## config.mk

```make
export PLATFORM = sky130hd
export DESIGN_NAME = capture_duty_cycle_meter
export DESIGN_NICKNAME = d
export VERILOG_FILES = /design/src/sv/cdm_pkg.sv /design/src/sv/cdm_dp.sv /design/src/sv/cdm_ctrl.sv /design/src/sv/capture_duty_cycle_meter.sv
export SDC_FILE = /design/constraint.sdc
export NUM_CORES = 1
export LEC_CHECK = 0
export ABC_AREA = 0
export BUFFER_PORTS_ARGS = -buffer_cell sky130_fd_sc_hd__buf_2
export CAP_MARGIN = 20
export CORE_AREA = 10 10 149 151
export CTS_BUF_LIST = sky130_fd_sc_hd__clkbuf_4 sky130_fd_sc_hd__clkbuf_8
export DETAILED_ROUTE_END_ITERATION = 8
export DIE_AREA = 0 0 159 161
export HOLD_SLACK_MARGIN = 0.15
export PLACE_DENSITY = 0.8
export RECOVER_POWER = 100
export SYNTH_ARGS = -nofsm -noshare
export SYNTH_HDL_FRONTEND = slang
export SYNTH_SLANG_ARGS = --single-unit
```

## constraint.sdc

```tcl
create_clock -name clk -period 4.8 [get_ports clk]
set_input_delay 0.72 -clock clk [delete_from_list [all_inputs] [get_ports clk]]
set_output_delay 0.72 -clock clk [all_outputs]
set_load 0.02 [all_outputs]
```

## src/sv/cdm_pkg.sv

```systemverilog
// Shared constants and controller/datapath interface types for the capture duty-cycle meter.
package cdm_pkg;

    localparam int TIMER_BITS_DEF = 16;
    localparam int TS_W           = 16;
    localparam int TICKS_W        = 16;
    localparam int DUTY_W         = 7;
    localparam int DUTY_MAX       = 100;
    localparam int DUTY_SCALE     = 200;
    localparam int Q_BITS         = 7;
    localparam int IDX_W          = $clog2(Q_BITS);

    typedef struct packed {
        logic             cap_rise;
        logic             cap_fall;
        logic             cap_close;
        logic             mul;
        logic             load;
        logic             pre;
        logic             div_step;
        logic [IDX_W-1:0] div_idx;
        logic             finish;
    } cdm_cmd_t;

endpackage

```

## src/sv/cdm_dp.sv

```systemverilog
// Datapath: capture registers, wrap-around differences, duty multiply and shift-subtract divider.
module cdm_dp #(
    parameter int TIMER_BITS = cdm_pkg::TIMER_BITS_DEF
) (
    input  logic                        clk,
    input  cdm_pkg::cdm_cmd_t           cmd,
    input  logic [cdm_pkg::TS_W-1:0]    timestamp,
    output logic [cdm_pkg::TICKS_W-1:0] period_ticks,
    output logic [cdm_pkg::TICKS_W-1:0] high_ticks,
    output logic [cdm_pkg::DUTY_W-1:0]  duty_percent,
    output logic                        zero_period
);

    localparam int TW = TIMER_BITS;
    localparam int PW = TW + 8;
    localparam int W  = TW + 9;

    logic [TW+cdm_pkg::TS_W-1:0]    ts_ext;
    logic [TW-1:0]                  ts;
    logic [TW-1:0]                  first_reg;
    logic [TW-1:0]                  fall_reg;
    logic [TW-1:0]                  period_reg;
    logic [TW-1:0]                  high_reg;
    logic [PW-1:0]                  prod_reg;
    logic [W-1:0]                   den_reg;
    logic [W-1:0]                   rem_reg;
    logic [W-1:0]                   trial;
    logic [cdm_pkg::Q_BITS-1:0]     q_reg;
    logic                           sat_reg;
    logic [TW+cdm_pkg::TICKS_W-1:0] per_ext;
    logic [TW+cdm_pkg::TICKS_W-1:0] high_ext;
    logic [cdm_pkg::DUTY_W-1:0]     duty_next;
    logic                           zero_next;

    assign ts_ext   = {{TW{1'b0}}, timestamp};
    assign ts       = ts_ext[TW-1:0];
    assign trial    = den_reg << cmd.div_idx;
    assign per_ext  = {{cdm_pkg::TICKS_W{1'b0}}, period_reg};
    assign high_ext = {{cdm_pkg::TICKS_W{1'b0}}, high_reg};
    assign zero_next = (period_reg == '0);

    always_comb
    begin
        if (zero_next)
            duty_next = '0;
        else if (sat_reg || (q_reg > cdm_pkg::DUTY_W'(cdm_pkg::DUTY_MAX)))
            duty_next = cdm_pkg::DUTY_W'(cdm_pkg::DUTY_MAX);
        else
            duty_next = q_reg;
    end

    always_ff @(posedge clk)
    begin
        if (cmd.cap_rise)
            first_reg <= ts;
        if (cmd.cap_fall)
            fall_reg <= ts;
        if (cmd.cap_close)
        begin
            period_reg <= ts - first_reg;
            high_reg   <= fall_reg - first_reg;
        end
        if (cmd.mul)
            prod_reg <= PW'(high_reg) * PW'(cdm_pkg::DUTY_SCALE);
        if (cmd.load)
        begin
            rem_reg <= W'(prod_reg) + W'(period_reg);
            den_reg <= W'(period_reg) << 1;
            q_reg   <= '0;
        end
        if (cmd.pre)
            sat_reg <= (rem_reg >= (den_reg << cdm_pkg::Q_BITS));
        if (cmd.div_step && (rem_reg >= trial))
        begin
            rem_reg              <= rem_reg - trial;
            q_reg[cmd.div_idx]   <= 1'b1;
        end
        if (cmd.finish)
        begin
            period_ticks <= per_ext[cdm_pkg::TICKS_W-1:0];
            high_ticks   <= high_ext[cdm_pkg::TICKS_W-1:0];
            duty_percent <= duty_next;
            zero_period  <= zero_next;
        end
    end

endmodule

```

## src/sv/cdm_ctrl.sv

```systemverilog
// Controller: edge phase tracking, divider sequencing and output word handshake.
module cdm_ctrl (
    input  logic              clk,
    input  logic              rst_n,
    input  logic              in_valid,
    output logic              in_stall,
    input  logic              edge_rising,
    output logic              out_valid,
    input  logic              out_stall,
    output cdm_pkg::cdm_cmd_t cmd
);

    localparam logic [2:0] S_IDLE = 3'd0;
    localparam logic [2:0] S_MUL  = 3'd1;
    localparam logic [2:0] S_ADD  = 3'd2;
    localparam logic [2:0] S_PRE  = 3'd3;
    localparam logic [2:0] S_DIV  = 3'd4;
    localparam logic [2:0] S_FIN  = 3'd5;

    localparam logic [1:0] PH_RISE  = 2'd0;
    localparam logic [1:0] PH_FALL  = 2'd1;
    localparam logic [1:0] PH_CLOSE = 2'd2;

    logic [2:0]                  state_reg, state_next;
    logic [1:0]                  phase_reg, phase_next;
    logic [cdm_pkg::IDX_W-1:0]   cnt_reg, cnt_next;
    logic                        out_valid_reg, out_valid_next;
    logic                        in_accept;

    assign in_stall  = (state_reg != S_IDLE) || (out_valid_reg && (phase_reg == PH_CLOSE));
    assign in_accept = in_valid && !in_stall;
    assign out_valid = out_valid_reg;

    always_comb
    begin
        cmd            = '0;
        state_next     = state_reg;
        phase_next     = phase_reg;
        cnt_next       = cnt_reg;
        out_valid_next = out_valid_reg && out_stall;
        case (state_reg)
            S_IDLE:
            begin
                if (in_accept)
                begin
                    case (phase_reg)
                        PH_FALL:
                        begin
                            if (!edge_rising)
                            begin
                                cmd.cap_fall = 1'b1;
                                phase_next   = PH_CLOSE;
                            end
                        end
                        PH_CLOSE:
                        begin
                            if (edge_rising)
                            begin
                                cmd.cap_close = 1'b1;
                                phase_next    = PH_RISE;
                                state_next    = S_MUL;
                            end
                        end
                        default:
                        begin
                            if (edge_rising)
                            begin
                                cmd.cap_rise = 1'b1;
                                phase_next   = PH_FALL;
                            end
                        end
                    endcase
                end
            end
            S_MUL:
            begin
                cmd.mul    = 1'b1;
                state_next = S_ADD;
            end
            S_ADD:
            begin
                cmd.load   = 1'b1;
                state_next = S_PRE;
            end
            S_PRE:
            begin
                cmd.pre    = 1'b1;
                cnt_next   = cdm_pkg::IDX_W'(cdm_pkg::Q_BITS - 1);
                state_next = S_DIV;
            end
            S_DIV:
            begin
                cmd.div_step = 1'b1;
                cmd.div_idx  = cnt_reg;
                if (cnt_reg == '0)
                    state_next = S_FIN;
                else
                    cnt_next = cnt_reg - 1'b1;
            end
            S_FIN:
            begin
                cmd.finish     = 1'b1;
                out_valid_next = 1'b1;
                state_next     = S_IDLE;
            end
            default:
            begin
                state_next = S_IDLE;
            end
        endcase
    end

    always_ff @(posedge clk or negedge rst_n)
    begin
        if (!rst_n)
        begin
            state_reg     <= S_IDLE;
            phase_reg     <= PH_RISE;
            cnt_reg       <= '0;
            out_valid_reg <= 1'b0;
        end
        else
        begin
            state_reg     <= state_next;
            phase_reg     <= phase_next;
            cnt_reg       <= cnt_next;
            out_valid_reg <= out_valid_next;
        end
    end

`ifndef ASSERT_OFF
    a_accept_idle: assert property (@(posedge clk) disable iff (!rst_n)
        in_accept |-> (state_reg == S_IDLE))
        else $error("input word accepted while busy");
    a_close_starts: assert property (@(posedge clk) disable iff (!rst_n)
        cmd.cap_close |=> (state_reg == S_MUL))
        else $error("closing edge did not start the computation");
    a_out_rise: assert property (@(posedge clk) disable iff (!rst_n)
        $rose(out_valid_reg) |-> $past(state_reg == S_FIN))
        else $error("output word appeared outside finish");
    a_no_overwrite: assert property (@(posedge clk) disable iff (!rst_n)
        (state_reg == S_FIN) |-> !out_valid_reg)
        else $error("pending output word overwritten");
    a_div_cnt: assert property (@(posedge clk) disable iff (!rst_n)
        (state_reg == S_DIV) |-> (cnt_reg <= cdm_pkg::IDX_W'(cdm_pkg::Q_BITS - 1)))
        else $error("divider step index out of range");
`endif

endmodule

```

## src/sv/capture_duty_cycle_meter.sv

```systemverilog
// Top level of the capture duty-cycle meter: period, high time and rounded duty percent.
//
//  channel | direction | handshake           | fields
//  in      | input     | in_valid / in_stall   | timestamp, edge_rising
//  out     | output    | out_valid / out_stall | period_ticks, high_ticks, duty_percent,
//          |           |                       | zero_period
//
// Edge words that do not close a period leave the meter idle, ready for the next word.
// After a closing rising edge the result word becomes valid once the multiply, load,
// range check, 7-step shift-subtract divider and finish steps have run.
// Reset clears the phase (waiting for a rising edge) and the output valid.
// While a result word waits under out_stall, rise and fall words are still taken;
// once armed for the closing edge, input stalls until the result word is taken.
module capture_duty_cycle_meter #(
    parameter int TIMER_BITS = cdm_pkg::TIMER_BITS_DEF
) (
    input  logic                        clk,
    input  logic                        rst_n,
    input  logic                        in_valid,
    output logic                        in_stall,
    input  logic [cdm_pkg::TS_W-1:0]    timestamp,
    input  logic                        edge_rising,
    output logic                        out_valid,
    input  logic                        out_stall,
    output logic [cdm_pkg::TICKS_W-1:0] period_ticks,
    output logic [cdm_pkg::TICKS_W-1:0] high_ticks,
    output logic [cdm_pkg::DUTY_W-1:0]  duty_percent,
    output logic                        zero_period
);

    cdm_pkg::cdm_cmd_t cmd;

    cdm_ctrl u_ctrl (
        .clk         (clk),
        .rst_n       (rst_n),
        .in_valid    (in_valid),
        .in_stall    (in_stall),
        .edge_rising (edge_rising),
        .out_valid   (out_valid),
        .out_stall   (out_stall),
        .cmd         (cmd)
    );

    cdm_dp #(
        .TIMER_BITS (TIMER_BITS)
    ) u_dp (
        .clk          (clk),
        .cmd          (cmd),
        .timestamp    (timestamp),
        .period_ticks (period_ticks),
        .high_ticks   (high_ticks),
        .duty_percent (duty_percent),
        .zero_period  (zero_period)
    );

endmodule
```

# Yosys cells after proc, flatten, opt, wreduce, memory -nomap -nowiden
# Cells that the tools add are included.
dict set report word_totals {
  reg_bits 183
  input_bits 21
  output_inout_bits 42
  word_cells 96
}
dict set report classes {
  n_addsub 5
  n_mul 1
  order_cmp 5
  n_eq_ne 14
  shifts 1
  mux 31
  n_bitwise 1
  reduce_logical 20
}
# op count
set op_table {}
lappend op_table {{two-way mux 25 bit} 2}
lappend op_table {{subtractor 16 bit} 2}
lappend op_table {{adder 24 x 16 -> 25 bit} 1}
lappend op_table {{>= comparator 25 x 24 -> 1 bit} 1}
lappend op_table {{>= comparator 25 bit} 1}
lappend op_table {{<< shifter 17 x 3 -> 25 bit} 1}
lappend op_table {{subtractor 25 bit} 1}
lappend op_table {{multiplier 16 x 5 -> 21 bit, second input constant} 1}
lappend op_table {{two-way mux 3 bit} 7}
lappend op_table {{two-way mux 7 bit} 3}
lappend op_table {{zero test 16 bit} 1}
lappend op_table {{case mux 3 bit (5 select lines)} 1}
lappend op_table {{two-way mux 1 bit} 11}
lappend op_table {{inequality test 2 bit, second input constant} 4}
lappend op_table {{greater-than comparator 7 bit, second input constant} 1}
lappend op_table {{bitwise OR 7 bit} 1}
lappend op_table {{== test 3 x 2 -> 1 bit, second input constant} 2}
lappend op_table {{== test 3 bit, second input constant} 2}
lappend op_table {{zero test 3 bit} 2}
lappend op_table {{two-way mux 2 bit} 3}
lappend op_table {{inequality test 2 x 1 -> 1 bit, second input constant} 3}
lappend op_table {{case mux 3 bit (2 select lines)} 1}
lappend op_table {{nonzero test 2 bit} 3}
lappend op_table {{logical AND 1 bit} 5}
lappend op_table {{other kinds (16)} 18}

# Depth between registers and ports, before layout
# Gate-level depths: netlist of the first run.
dict set report depth {
  depth_word 8
  ltp_mapped 20
  depth_no_buf 16
}

# Hierarchy
# A second synthesis of the first run with hierarchy kept.
dict set report hier_totals {
  cells_unflattened 1084
  area_unflattened_um2 11942.7
}
# mod instances cells_per_inst area_each_um2 seq_area_each_um2
set modules_own_cells {}
lappend modules_own_cells {cdm_dp 1 1027 11357.1 5154.9}
lappend modules_own_cells {cdm_ctrl 1 57 585.6 225.2}

# Worst setup path after synthesis of the first run
# OpenSTA, ideal clock, no wires.
dict set report synth_timing {
  kind {register to register}
  startpoint {register u_ctrl.state_reg[1]}
  endpoint {register u_dp.rem_reg[10], enable pin}
  setup_ns 0.425
  arrival_ns 3.698
  required_ns 4.375
  slack_ns 0.677
  stages_incl_launch_ff 18
  n_path_buf 4
  synth_period_minus_slack_ns 4.123
  cell_sequence {dfrtp_1 -> clkbuf_1 -> nor3b_1 -> and2_1 -> clkbuf_1 -> clkbuf_1 -> a21oi_1 -> a21oi_1 -> nand2_1 -> ha_1 -> or3_1 -> o22ai_2 -> o21ai_1 -> o2bb2ai_1 -> o21a_1 -> nand2_2 -> buf_2 -> nand2_1}
}
dict set report synth_between {
  elab_chain_cells 6
  elab_cells_between_ends 8
  classes_between {order compare: 1; eq/ne: 2; shift: 1; mux: 2; reduce/logical: 2}
}
# item line_no
set synth_lines {}
lappend synth_lines {{start, declared} cdm_ctrl.sv:24} ;# logic [2:0] state_reg, state_next;
lappend synth_lines {{start signal, assigned} cdm_ctrl.sv:124} ;# state_reg <= state_next;
lappend synth_lines {{== test 3 bit} cdm_ctrl.sv:41} ;# case (state_reg)
lappend synth_lines {{two-way mux 4 bit} cdm_ctrl.sv:41}
lappend synth_lines {{<< shifter 17 x 3 -> 25 bit} cdm_dp.sv:37} ;# assign trial = den_reg << cmd.div_idx;
lappend synth_lines {{>= comparator 25 bit} cdm_dp.sv:73} ;# if (cmd.div_step && (rem_reg >= trial))
lappend synth_lines {{logical AND 1 bit} cdm_dp.sv:73}
lappend synth_lines {{nonzero test 2 bit (no line) *} --}
lappend synth_lines {{end signal, assigned} cdm_dp.sv:67} ;# rem_reg <= W'(prod_reg) + W'(period_reg);
lappend synth_lines {{end signal, assigned} cdm_dp.sv:75} ;# rem_reg <= rem_reg - trial;
lappend synth_lines {{end, declared} cdm_dp.sv:26} ;# logic [W-1:0] rem_reg;
# Every way passes the cells marked *; elsewhere a longest branch is shown, timed or not.
# A chain may end at the register's enable or synchronous reset.

# Worst setup path in the final report of the first run
dict set report layout_timing {
  startpoint {register u_ctrl.state_reg[2]}
  endpoint {register u_dp.rem_reg[20] (data pin)}
}
dict set report layout_between {
  elab_chain_cells 6
  elab_cells_between_ends 7
  classes_between {add/sub: 1; order compare: 1; eq/ne: 1; shift: 1; mux: 2; reduce/logical: 1}
}
# item line_no
set layout_lines {}
lappend layout_lines {{== test 3 bit *} cdm_ctrl.sv:41}
lappend layout_lines {{two-way mux 4 bit *} cdm_ctrl.sv:41}
lappend layout_lines {{<< shifter 17 x 3 -> 25 bit} cdm_dp.sv:37}
lappend layout_lines {{>= comparator 25 bit} cdm_dp.sv:73}
lappend layout_lines {{logical AND 1 bit} cdm_dp.sv:73}
lappend layout_lines {{two-way mux 25 bit *} cdm_dp.sv:73}
# Marked as above.

==> results of run 1 <==
==> where the power goes <==
part           total [mW]  internal, mW  switching, mW
registers            2.59          2.28          0.312
clock network        1.03         0.397          0.634
logic                3.77          1.54           2.23
==> worst max-delay path, stage by stage, from the launching register on <==
cell	delay (ns)
dfrtp_1	0.47
nor3b_2	0.28
clkbuf_1	0.35
nand2_1	0.25
mux2i_1	0.19
mux2i_1	0.28
mux2i_1	0.17
ha_1	0.39
and4_1	0.25
nand2_1	0.08
a211oi_2	0.35
a211oi_2	0.17
o31ai_1	0.39
nand2_1	0.12
xnor2_1	0.17
mux2_1	0.31
==> placed cells by master (no fill, tap or decap), types with 26 or more instances in the layout <==
master | Yosys | layout
o21ai_0 | 45 | 51
clkbuf_1 | 11 | 64
xor2_1 | 31 | 31
nand2_1 | 67 | 67
inv_1 | 124 | 124
nor2_1 | 77 | 77
xnor2_1 | 38 | 38
a21o_1 | 26 | 26
a21oi_1 | 83 | 83
edfxtp_1 | 167 | 167
mux2i_1 | 33 | 33
ha_1 | 139 | 139
==> area by class of cell <==
type                            instances  area, µm²  area share (%)
Multi-Input combinational cell        804       6100            46.9
Clock inverter                         15        171            1.32
Sequential cell                       183       5380            41.4
Timing Repair Buffer                   74        323            2.48
Inverter                              124        465            3.58
Clock buffer                           17        234            1.80
Tap cell                              265        332            2.55
==> worst max-delay path by stage <==
stage	slack, ns	to
6_report	0.32	u_dp.rem_reg[20]
5_1_grt	0.05	u_dp.rem_reg[11]
4_1_cts	0.27	u_dp.rem_reg[15]
3_5_place_dp	0.31	u_dp.rem_reg[2]
3_3_place_gp	0.33	u_dp.rem_reg[20]
2_1_floorplan	0.68	u_dp.rem_reg[10]
==> stage by stage <==
stage / utilization (%) / hold slack [ns] / std cells / area, µm² / power (mW)
after floorplan: - / 0.424 / 1128 / 12000 / 5.42
after global placement: 66.1 / 0.478 / 1449 / 12700 / 6.30
after detailed placement: 66.1 / 0.492 / 1449 / 12700 / 6.35
after CTS: 68.2 / 0.427 / 1482 / 13100 / 7.41
after global routing: 67.7 / 0.466 / 1482 / 13000 / 7.97
final: 67.7 / 0.472 / 1482 / 13000 / 7.39
==> metal layers <==
metal | routed length (µm) | global-route usage [%]
met5 | 0 | 0
met3 | 963 | 3.13
met2 | 12900 | 35.6
met4 | 732 | 7.25
met1 | 11200 | 24.5
==> cells by family (layout without fill, tap and decap cells) <==
family	Yosys count	after routing	share of synthesized area (%)
adder cells (fa/ha/maj)	153	153	16.8
AO/OA/AOI/OAI	267	267	14.5
XOR/XNOR	69	69	5.03
flip-flops	183	183	44.8
AND/OR/NAND/NOR	281	281	11.5
multiplexers	34	34	2.87
buffers and inverters	141	230	4.49
==> what timing repair did <==
action,in CTS,in global routing
hold buffers,1,0
endpoints found under the hold margin,9,0
gates resized for setup,0,2
endpoints found under the setup margin,0,42
==> results.txt, run 1 <==
share of layout cells above drive strength 1: 4.93%
Layout area overhead: 8.23%
synthesized cell area: 12000 µm²
CTS Sinks: 183
Setup crit start: u_ctrl.state_reg[2]
max-cap check violation count: 2
Top FF cell, synth: edfxtp_1
port bufs: 62
Pwr Density: 568 nW/µm²
DIE AREA: 25600 µm²
Detailed Place HPWL: 20600 µm
first-pass iteration count of the detailed router: 5
run status: complete, but fails checks
sequential area share after synthesis: 44.8%
Critical Path RT: 5.02 ns
Crit Path Class: flip-flop to flip-flop
max_slew headroom: -25.6%
worst min path class: input port to flip-flop
top-count cell post-synth: edfxtp_1
CORE AREA: 19200 µm²
DRC: 0
fillers: 1459
number of routed nets with antenna violations: 0
leakage: 5.58 nW
count of final setup violators: 0
Yosys top cell by area: edfxtp_1
Worst-path clk slew: 0.12 ns
list of most frequent post-synthesis cells: edfxtp_1, ha_1, inv_1
reg-to-reg startpoint: u_ctrl.state_reg[2]
post-synthesis cell count: 1128
worst reg-to-reg path cell count: 15
R2R Path End: u_dp.rem_reg[20]
synthesized flop and latch total: 183
die height: 161 µm
Place WS: 0.308 ns
Min-Delay Path Depth: 2
vias per std cell: 5.73
Num CTS Buffers: 17
Final Cycle Share: 93.3%
clk_lat worst skew: 0.48 ns
largest net degree at the start of global routing: 42
crit end category: flip-flop
Worst Path Max Fanout: 8
GRT Overall Usage: 20.1%
Largest register FFs: 25
Final Skew: 0.0227 ns
FMAX: 223 MHz
H-tree depth: 4
CTS root buf: clkbuf_8
VDD IR max: 0.000269 V
Cell Rows: 51
async set or reset register ratio after synthesis: 4.92%
worst reg2reg setup slack: 0.32 ns
setup ws final: 0.323 ns
yosys warns: 0
GPL Wtd Cong: 0.955
Final Slew Violations: 75
Synth top area share: 41.7%
Ports: 63
Post-synth EDFFs: 167
final net count: 1378
antenna violations before repair: 0
vias in the first global route: 8524
maximum buffer depth of the clock tree: 2
Final Hold Viols: 0
Synth cell types: 68
initial drt markers: 435
first-pass GRT wire length: 42000 µm
Die X: 159 µm
Min-Delay Endpoint: u_ctrl.out_valid
Min Clock Period, post-route: 4.48 ns
WL/cell: 17.4 µm
Least-Margin Pin Slew: 1.88 ns
diode count: 0
main area contributors after synthesis: edfxtp_1, ha_1, inv_1
routed via count: 8491
failing checks: capacitance limit, slew limit
Initial Utilization: 62.6%
syn nets: 1302
Arr. time, crit path: 4.69 ns
hold_sp: out_stall
CP Launch Type: flip-flop
CTS tree: yes
Post-CTS Setup Inserts: 0
setup TNS: 0 ns
mean post-synth cell area: 10.7 µm²
unrepaired setup endpoints after global routing: no
DRT Wirelength: 25800 µm
total gr overflow: 0
(Power assumes the default switching activity.)
==> run 2: changes to the inputs <==
- clock period: 4.8 -> 4.2 ns (I/O delays scaled with it)
==> run 2 against run 1 <==
Against the previous run: the run now ends clean; total power rose by 18%; sequential share of layout area fell by 0.98 points; fmax rose by 13%; sequential power rose by 13%; critical path type unchanged; design area rose by 2.4%; flip-flop and latch count did not move; register-to-register slack got worse by 0.08 ns; global-route usage fell by 0.28 points; worst hold slack got worse by 0.11 ns; clock power rose by 22%; combinational power rose by 21%; largest power group unchanged.
==> results.txt, run 2 (same netlist as run 1, synthesis figures left out) <==
CTS Sinks: 183 (unchanged)
Final Cycle Share: 94.2% (+0.96 points)
initial drt markers: 427 (-1.8%)
WL/cell: 17.0 µm (-2.2%)
DRC: 0 (unchanged)
largest net degree at the start of global routing: 42 (unchanged)
final net count: 1397 (+1.4%)
setup TNS: 0 ns (unchanged)
clk_lat worst skew: 0.47 ns (about the same)
Met3 Wirelength: 1090 µm (+13%)
Worst-path clk slew: 0.11 ns (about the same)
H-tree depth: 4 (unchanged)
Critical Path RT: 4.42 ns (-0.60 ns)
leakage: 5.83 nW (+4.5%)
Initial Utilization: 62.6% (unchanged)
Cell Rows: 51 (unchanged)
Min Clock Period, post-route: 3.96 ns (-0.519 ns)
max_slew headroom: 36.8% (+62 points)
number of routed nets with antenna violations: 0 (unchanged)
reg-to-reg startpoint: u_ctrl.state_reg[0]
worst reg-to-reg path cell count: 17 (+2)
routed via count: 8646 (+1.8%)
Largest register FFs: 25 (unchanged)
run status: finished, final reports clean
count of final setup violators: 0 (unchanged)
die height: 161 µm (unchanged)
commonest cells after routing, fill and taps aside: edfxtp_1, ha_1, inv_1
Num CTS Buffers: 17 (unchanged)
worst min path class: input port to flip-flop
Die X: 159 µm (unchanged)
Worst Path Max Fanout: 32 (+24)
Pwr Density: 656 nW/µm² (+15%)
first-pass GRT wire length: 41700 µm (-0.72%)
DR top layer: met4
diode count: 0 (unchanged)
antenna violations before repair: 0 (unchanged)
Final Cell Area: 13300 µm² (+2.4%)
DRT Wirelength: 25600 µm (-1.0%)
GPL Wtd Cong: 0.946 (-0.97%)
first-pass iteration count of the detailed router: 4 (-1)
commonest non-fill, non-tap cell in the layout: edfxtp_1
FMAX: 253 MHz (+13%)
R2R Path End: u_dp.rem_reg[22]
port bufs: 62 (unchanged)
total gr overflow: 0 (unchanged)
VDD IR max: 0.000297 V (+11%)
Final Skew: 0.0129 ns (-0.00976 ns)
hold_sp: out_stall
GRT Overall Usage: 19.9% (-0.28 points)
CTS tree: yes
vias per std cell: 5.76 (+0.54%)
worst reg2reg setup slack: 0.24 ns (-0.08 ns)
Final Hold Viols: 0 (unchanged)
Final Slew Violations: 0 (-100%)
maximum buffer depth of the clock tree: 2 (unchanged)
DR WL met2: 12700 µm (-1.2%)
WHS: 0.359 ns (-0.112 ns)
Min-Delay Endpoint: u_ctrl.out_valid
DIE AREA: 25600 µm² (unchanged)
Ports: 63 (unchanged)
Setup crit start: u_ctrl.state_reg[0]
CP Launch Type: flip-flop
Detailed Place HPWL: 20000 µm (-2.9%)
Post-DP Area: 12800 µm² (+0.69%)
vias in the first global route: 8633 (+1.3%)
max-cap check violation count: 0 (-2)
CORE AREA: 19200 µm² (unchanged)
wl on met1: 11000 µm (-2.5%)
share of layout cells above drive strength 1: 10.8% (+5.8 points)
Least-Margin Pin Slew: 0.948 ns (-0.937 ns)
Crit Path Class: flip-flop to flip-flop
Arr. time, crit path: 4.18 ns (-0.51 ns)
Layout area overhead: 10.8%
Min-Delay Path Depth: 2 (unchanged)
CTS root buf: clkbuf_8
crit end category: flip-flop
## run 2: changes by cell type in the layout (fill, tap and decap cells not counted), sizes merged
cell | before | now
clkbuf | 82 | 34
bufinv | 0 | 1
clkinv | 7 | 3
buf | 8 | 74
inv | 131 | 134
nand2 | 68 | 69
## run 2: layer usage
layer | vias to the layer above | track usage, %
met4 | 0 | 8.05
met1 | 4078 | 23.9
met3 | 56 | 3.76
li1 | 4292 | -
met2 | 220 | 34.5
met5 | - | 0
## run 2: cell type report
class	instances	area, µm²
multi-input cells	805	6170
repair buffers	92	542
inverters	124	465
fillers	1434	5890
well taps	265	332
clock buffers	17	234
clock inverters	15	194
flip-flops and latches	183	5380
## run 2: timing repair
item / in CTS / in global routing
gates resized for setup: 0 / 10
hold buffers: 1 / 0
setup endpoints to repair: 0 / 52
buffers inserted: 0 / 8
hold endpoints to repair: 9 / 0
## run 2: worst max path at each step
stage | slack, ns | endpoint | cells past startpoint
after floorplan | 0.08 | u_dp.rem_reg[10] | 17
after global placement | 0.20 | u_dp.rem_reg[20] | 18
after detailed placement | 0.06 | u_dp.rem_reg[20] | 18
after CTS | 0.04 | u_dp.rem_reg[20] | 18
after global routing | -0.008 | u_dp.rem_reg[22] | 16
final | 0.24 | u_dp.rem_reg[22] | 17
## run 2: power by group
group | switching (mW) | internal, mW | leakage, nW
Clock | 0.742 | 0.518 | 0.213
Combinational | 2.64 | 1.92 | 3.92
Sequential | 0.319 | 2.60 | 1.69
Total | 3.70 | 5.04 | 5.83
## run 2: metrics by stage
step	utilization, %	std cells	power, mW	setup WS, ns
after floorplan	-	1128	6.20	0.0766
after global placement	66.5	1459	7.18	0.198
after detailed placement	66.5	1459	7.28	0.0624
after CTS	68.8	1492	8.57	0.0378
after global routing	69.3	1501	9.42	-0.00757
final	69.3	1501	8.73	0.242
## run 2: worst max-delay path, cell delays in order (launching register included)
cell      delay, ns
dfrtp_1        0.45
nor3b_1        0.21
buf_4          0.16
and2_1         0.17
buf_12         0.18
nor2_1         0.05
a21oi_1        0.16
mux2i_1        0.13
mux2i_1        0.21
ha_1           0.33
and4_1         0.25
nor2b_1        0.15
o31a_1         0.28
a211oi_4       0.28
o211ai_1       0.15
a31oi_1        0.24
xor2_1         0.20
mux2i_1        0.09
==> run 3: changes to the inputs <==
- CORE_AREA: 10 10 149 151 -> 10 10 212 214
- CTS_BUF_LIST: sky130_fd_sc_hd__clkbuf_4 sky130_fd_sc_hd__clkbuf_8 -> sky130_fd_sc_hd__clkbuf_8
- DIE_AREA: 0 0 159 161 -> 0 0 222 224
- PLACE_DENSITY: 0.8 -> 0.43
==> run 3 against run 2 <==
Against the previous run: sequential power about the same; design area grew 2.2%; first-iteration DRC count up 1.9%; via count decreased by 1.6%; the flow now finishes with violations (capacitance limit, slew limit); highest routed layer unchanged; critical endpoint is now u_dp.rem_reg[10].
==> results.txt, run 3 (same netlist as run 1, synthesis figures left out) <==
Arr. time, crit path: 4.13 ns (-0.05 ns)
GPL Wtd Cong: 0.825 (-13%)
reg-to-reg startpoint: u_ctrl.state_reg[0]
Min Clock Period, post-route: 3.87 ns (-0.0876 ns)
count of final setup violators: 0 (unchanged)
first-pass GRT wire length: 47400 µm (+14%)
worst reg2reg setup slack: 0.33 ns (+0.09 ns)
Worst Path Max Fanout: 32 (unchanged)
largest net degree at the start of global routing: 42 (unchanged)
leakage: 5.68 nW (-2.6%)
Crit Path Class: flip-flop to flip-flop
delay-heaviest family, CP: compound AO/OA/AOI/OAI gates
first-pass iteration count of the detailed router: 5 (+1)
worst min path class: input port to flip-flop
Initial Utilization: 29.6% (-33 points)
Largest register FFs: 25 (unchanged)
Least-Margin Pin Slew: 2.10 ns (+1.15 ns)
Finished Layout Cells: 1771 (+18%)
DP Cell Count: 1733 (+19%)
VDD IR max: 0.000239 V (-20%)
number of routed nets with antenna violations: 0 (unchanged)
DRT Wirelength: 30600 µm (+20%)
Buf+Inv Stages, Crit Path: 3 (+1)
Cell Chain, Critical Path: nor3b_1 -> buf_4 -> and2_0 -> buf_12 -> nor2_1 -> a211oi_1 -> a21oi_1 -> mux2i_1 -> ha_1 -> a21o_1 -> o21bai_1 -> a21oi_1 -> nand3_1 -> o21a_2 -> nand2_4 -> clkbuf_2 -> o31ai_1
DIE AREA: 49700 µm² (+94%)
die height: 224 µm (+39%)
H-tree depth: 4 (unchanged)
diode count: 0 (unchanged)
total gr overflow: 0 (unchanged)
most used cell, CP: a21oi_1
commonest cells after routing, fill and taps aside: edfxtp_1, ha_1, inv_1
FMAX: 258 MHz (+2.3%)
routed via count: 8510 (-1.6%)
setup TNS: 0 ns (unchanged)
Cell Rows: 74 (+45%)
CTS root buf: clkbuf_8
hold_sp: out_stall
Worst-path clk slew: 0.12 ns (about the same)
DRC: 0 (unchanged)
Min-Delay Endpoint: u_ctrl.out_valid
Detailed Place HPWL: 24000 µm (+20%)
WL/cell: 17.3 µm (+1.3%)
CORE AREA: 40600 µm² (+110%)
Final Slew Violations: 75 (+75)
R2R Path End: u_dp.rem_reg[10]
CP Launch Type: flip-flop
Tot Pwr: 8.94 mW (+2.4%)
maximum buffer depth of the clock tree: 2 (unchanged)
final net count: 1400 (+0.21%)
clk_lat worst skew: 0.51 ns (+0.04 ns)
setup ws final: 0.330 ns (+0.0876 ns)
Crit-path slowest cell: dfrtp_1
Die X: 222 µm (+40%)
crit end category: flip-flop
Worst path max stage delay: 0.39 ns (-0.06 ns)
max-cap check violation count: 2 (+2)
CTS tree: yes
commonest non-fill, non-tap cell in the layout: edfxtp_1
Critical Path RT: 4.46 ns (+0.04 ns)
failing checks: capacitance limit, slew limit
Num CTS Buffers: 17 (unchanged)
Min-Delay Path Depth: 2 (unchanged)
antenna violations before repair: 0 (unchanged)
share of layout cells above drive strength 1: 7.43% (-3.3 points)
CTS Sinks: 183 (unchanged)
Final Cycle Share: 92.2% (-2.1 points)
vias in the first global route: 8678 (+0.52%)
GRT Overall Usage: 12.1% (-7.8 points)
vias per std cell: 4.81 (-17%)
run status: complete, but fails checks
max_slew headroom: -39.9% (-77 points)
Layout area overhead: 13.3%
port bufs: 62 (unchanged)
Place WS: 0.236 ns (+0.174 ns)
unrepaired setup endpoints after global routing: no
Ports: 63 (unchanged)
initial drt markers: 435 (+1.9%)
WHS: 0.327 ns (-0.0327 ns)
Final Hold Viols: 0 (unchanged)
worst reg-to-reg path cell count: 17 (unchanged)
Pwr Density: 657 nW/µm² (+0.13%)
Final Skew: 0.0220 ns (+0.00909 ns)
==> run 3: changes by cell type in the layout (fill, tap and decap cells not counted), sizes merged <==
cell      delta
clkbuf      +50
buf         -46
inv          -5
clkinvlp     +4
bufinv       +1
nand2        -1
==> run 3: layout make-up <==
type                       instances  area (µm²)
fill                            4198       26900
multi-input combinational        804        6170
sequential                       183        5380
tap                              532         666
timing repair buffer              96         528
inverter                         124         465
clock buffer                      17         234
clock inverter                    15         168
==> run 3: metal layers <==
metal,vias to the layer above,track usage [%],share of wire [%]
li1,4295,-,-
met1,4084,15.1,47
met2,112,21.0,49
met3,19,1.86,2.6
met4,0,3.84,1.3
met5,-,0,0
==> run 3: worst max path at each step <==
stage | slack [ns] | cells past startpoint | startpoint | to
after floorplan | 0.08 | 17 | u_ctrl.state_reg[1] | u_dp.rem_reg[10]
final | 0.33 | 17 | u_ctrl.state_reg[0] | u_dp.rem_reg[10]
after CTS | 0.21 | 18 | u_ctrl.state_reg[0] | u_dp.rem_reg[20]
after global routing | 0.02 | 19 | u_ctrl.state_reg[0] | u_dp.rem_reg[20]
after global placement | 0.23 | 17 | u_ctrl.state_reg[0] | u_dp.rem_reg[23]
after detailed placement | 0.24 | 18 | u_ctrl.state_reg[0] | u_dp.rem_reg[20]
==> run 3: stage by stage <==
step                area, µm²  utilization, %
floorplan               12000               -
detailed placement      13200            32.5
global placement        13200            32.5
CTS                     13600            33.5
finish                  13600            33.6
global route            13600            33.6
==> run 3: power by group <==
| part | internal [mW] | switching [mW] |
|---|---|---|
| Clock | 0.540 | 0.713 |
| Combinational | 1.95 | 2.82 |
| Sequential | 2.60 | 0.318 |
==> run 3: timing repair <==
item | 4_1_cts | 5_1_grt
hold buffers | 1 | 0
setup endpoints to repair | 0 | 34
endpoints found under the hold margin | 9 | 0
buffers inserted | 0 | 3
resized for setup | 0 | 20
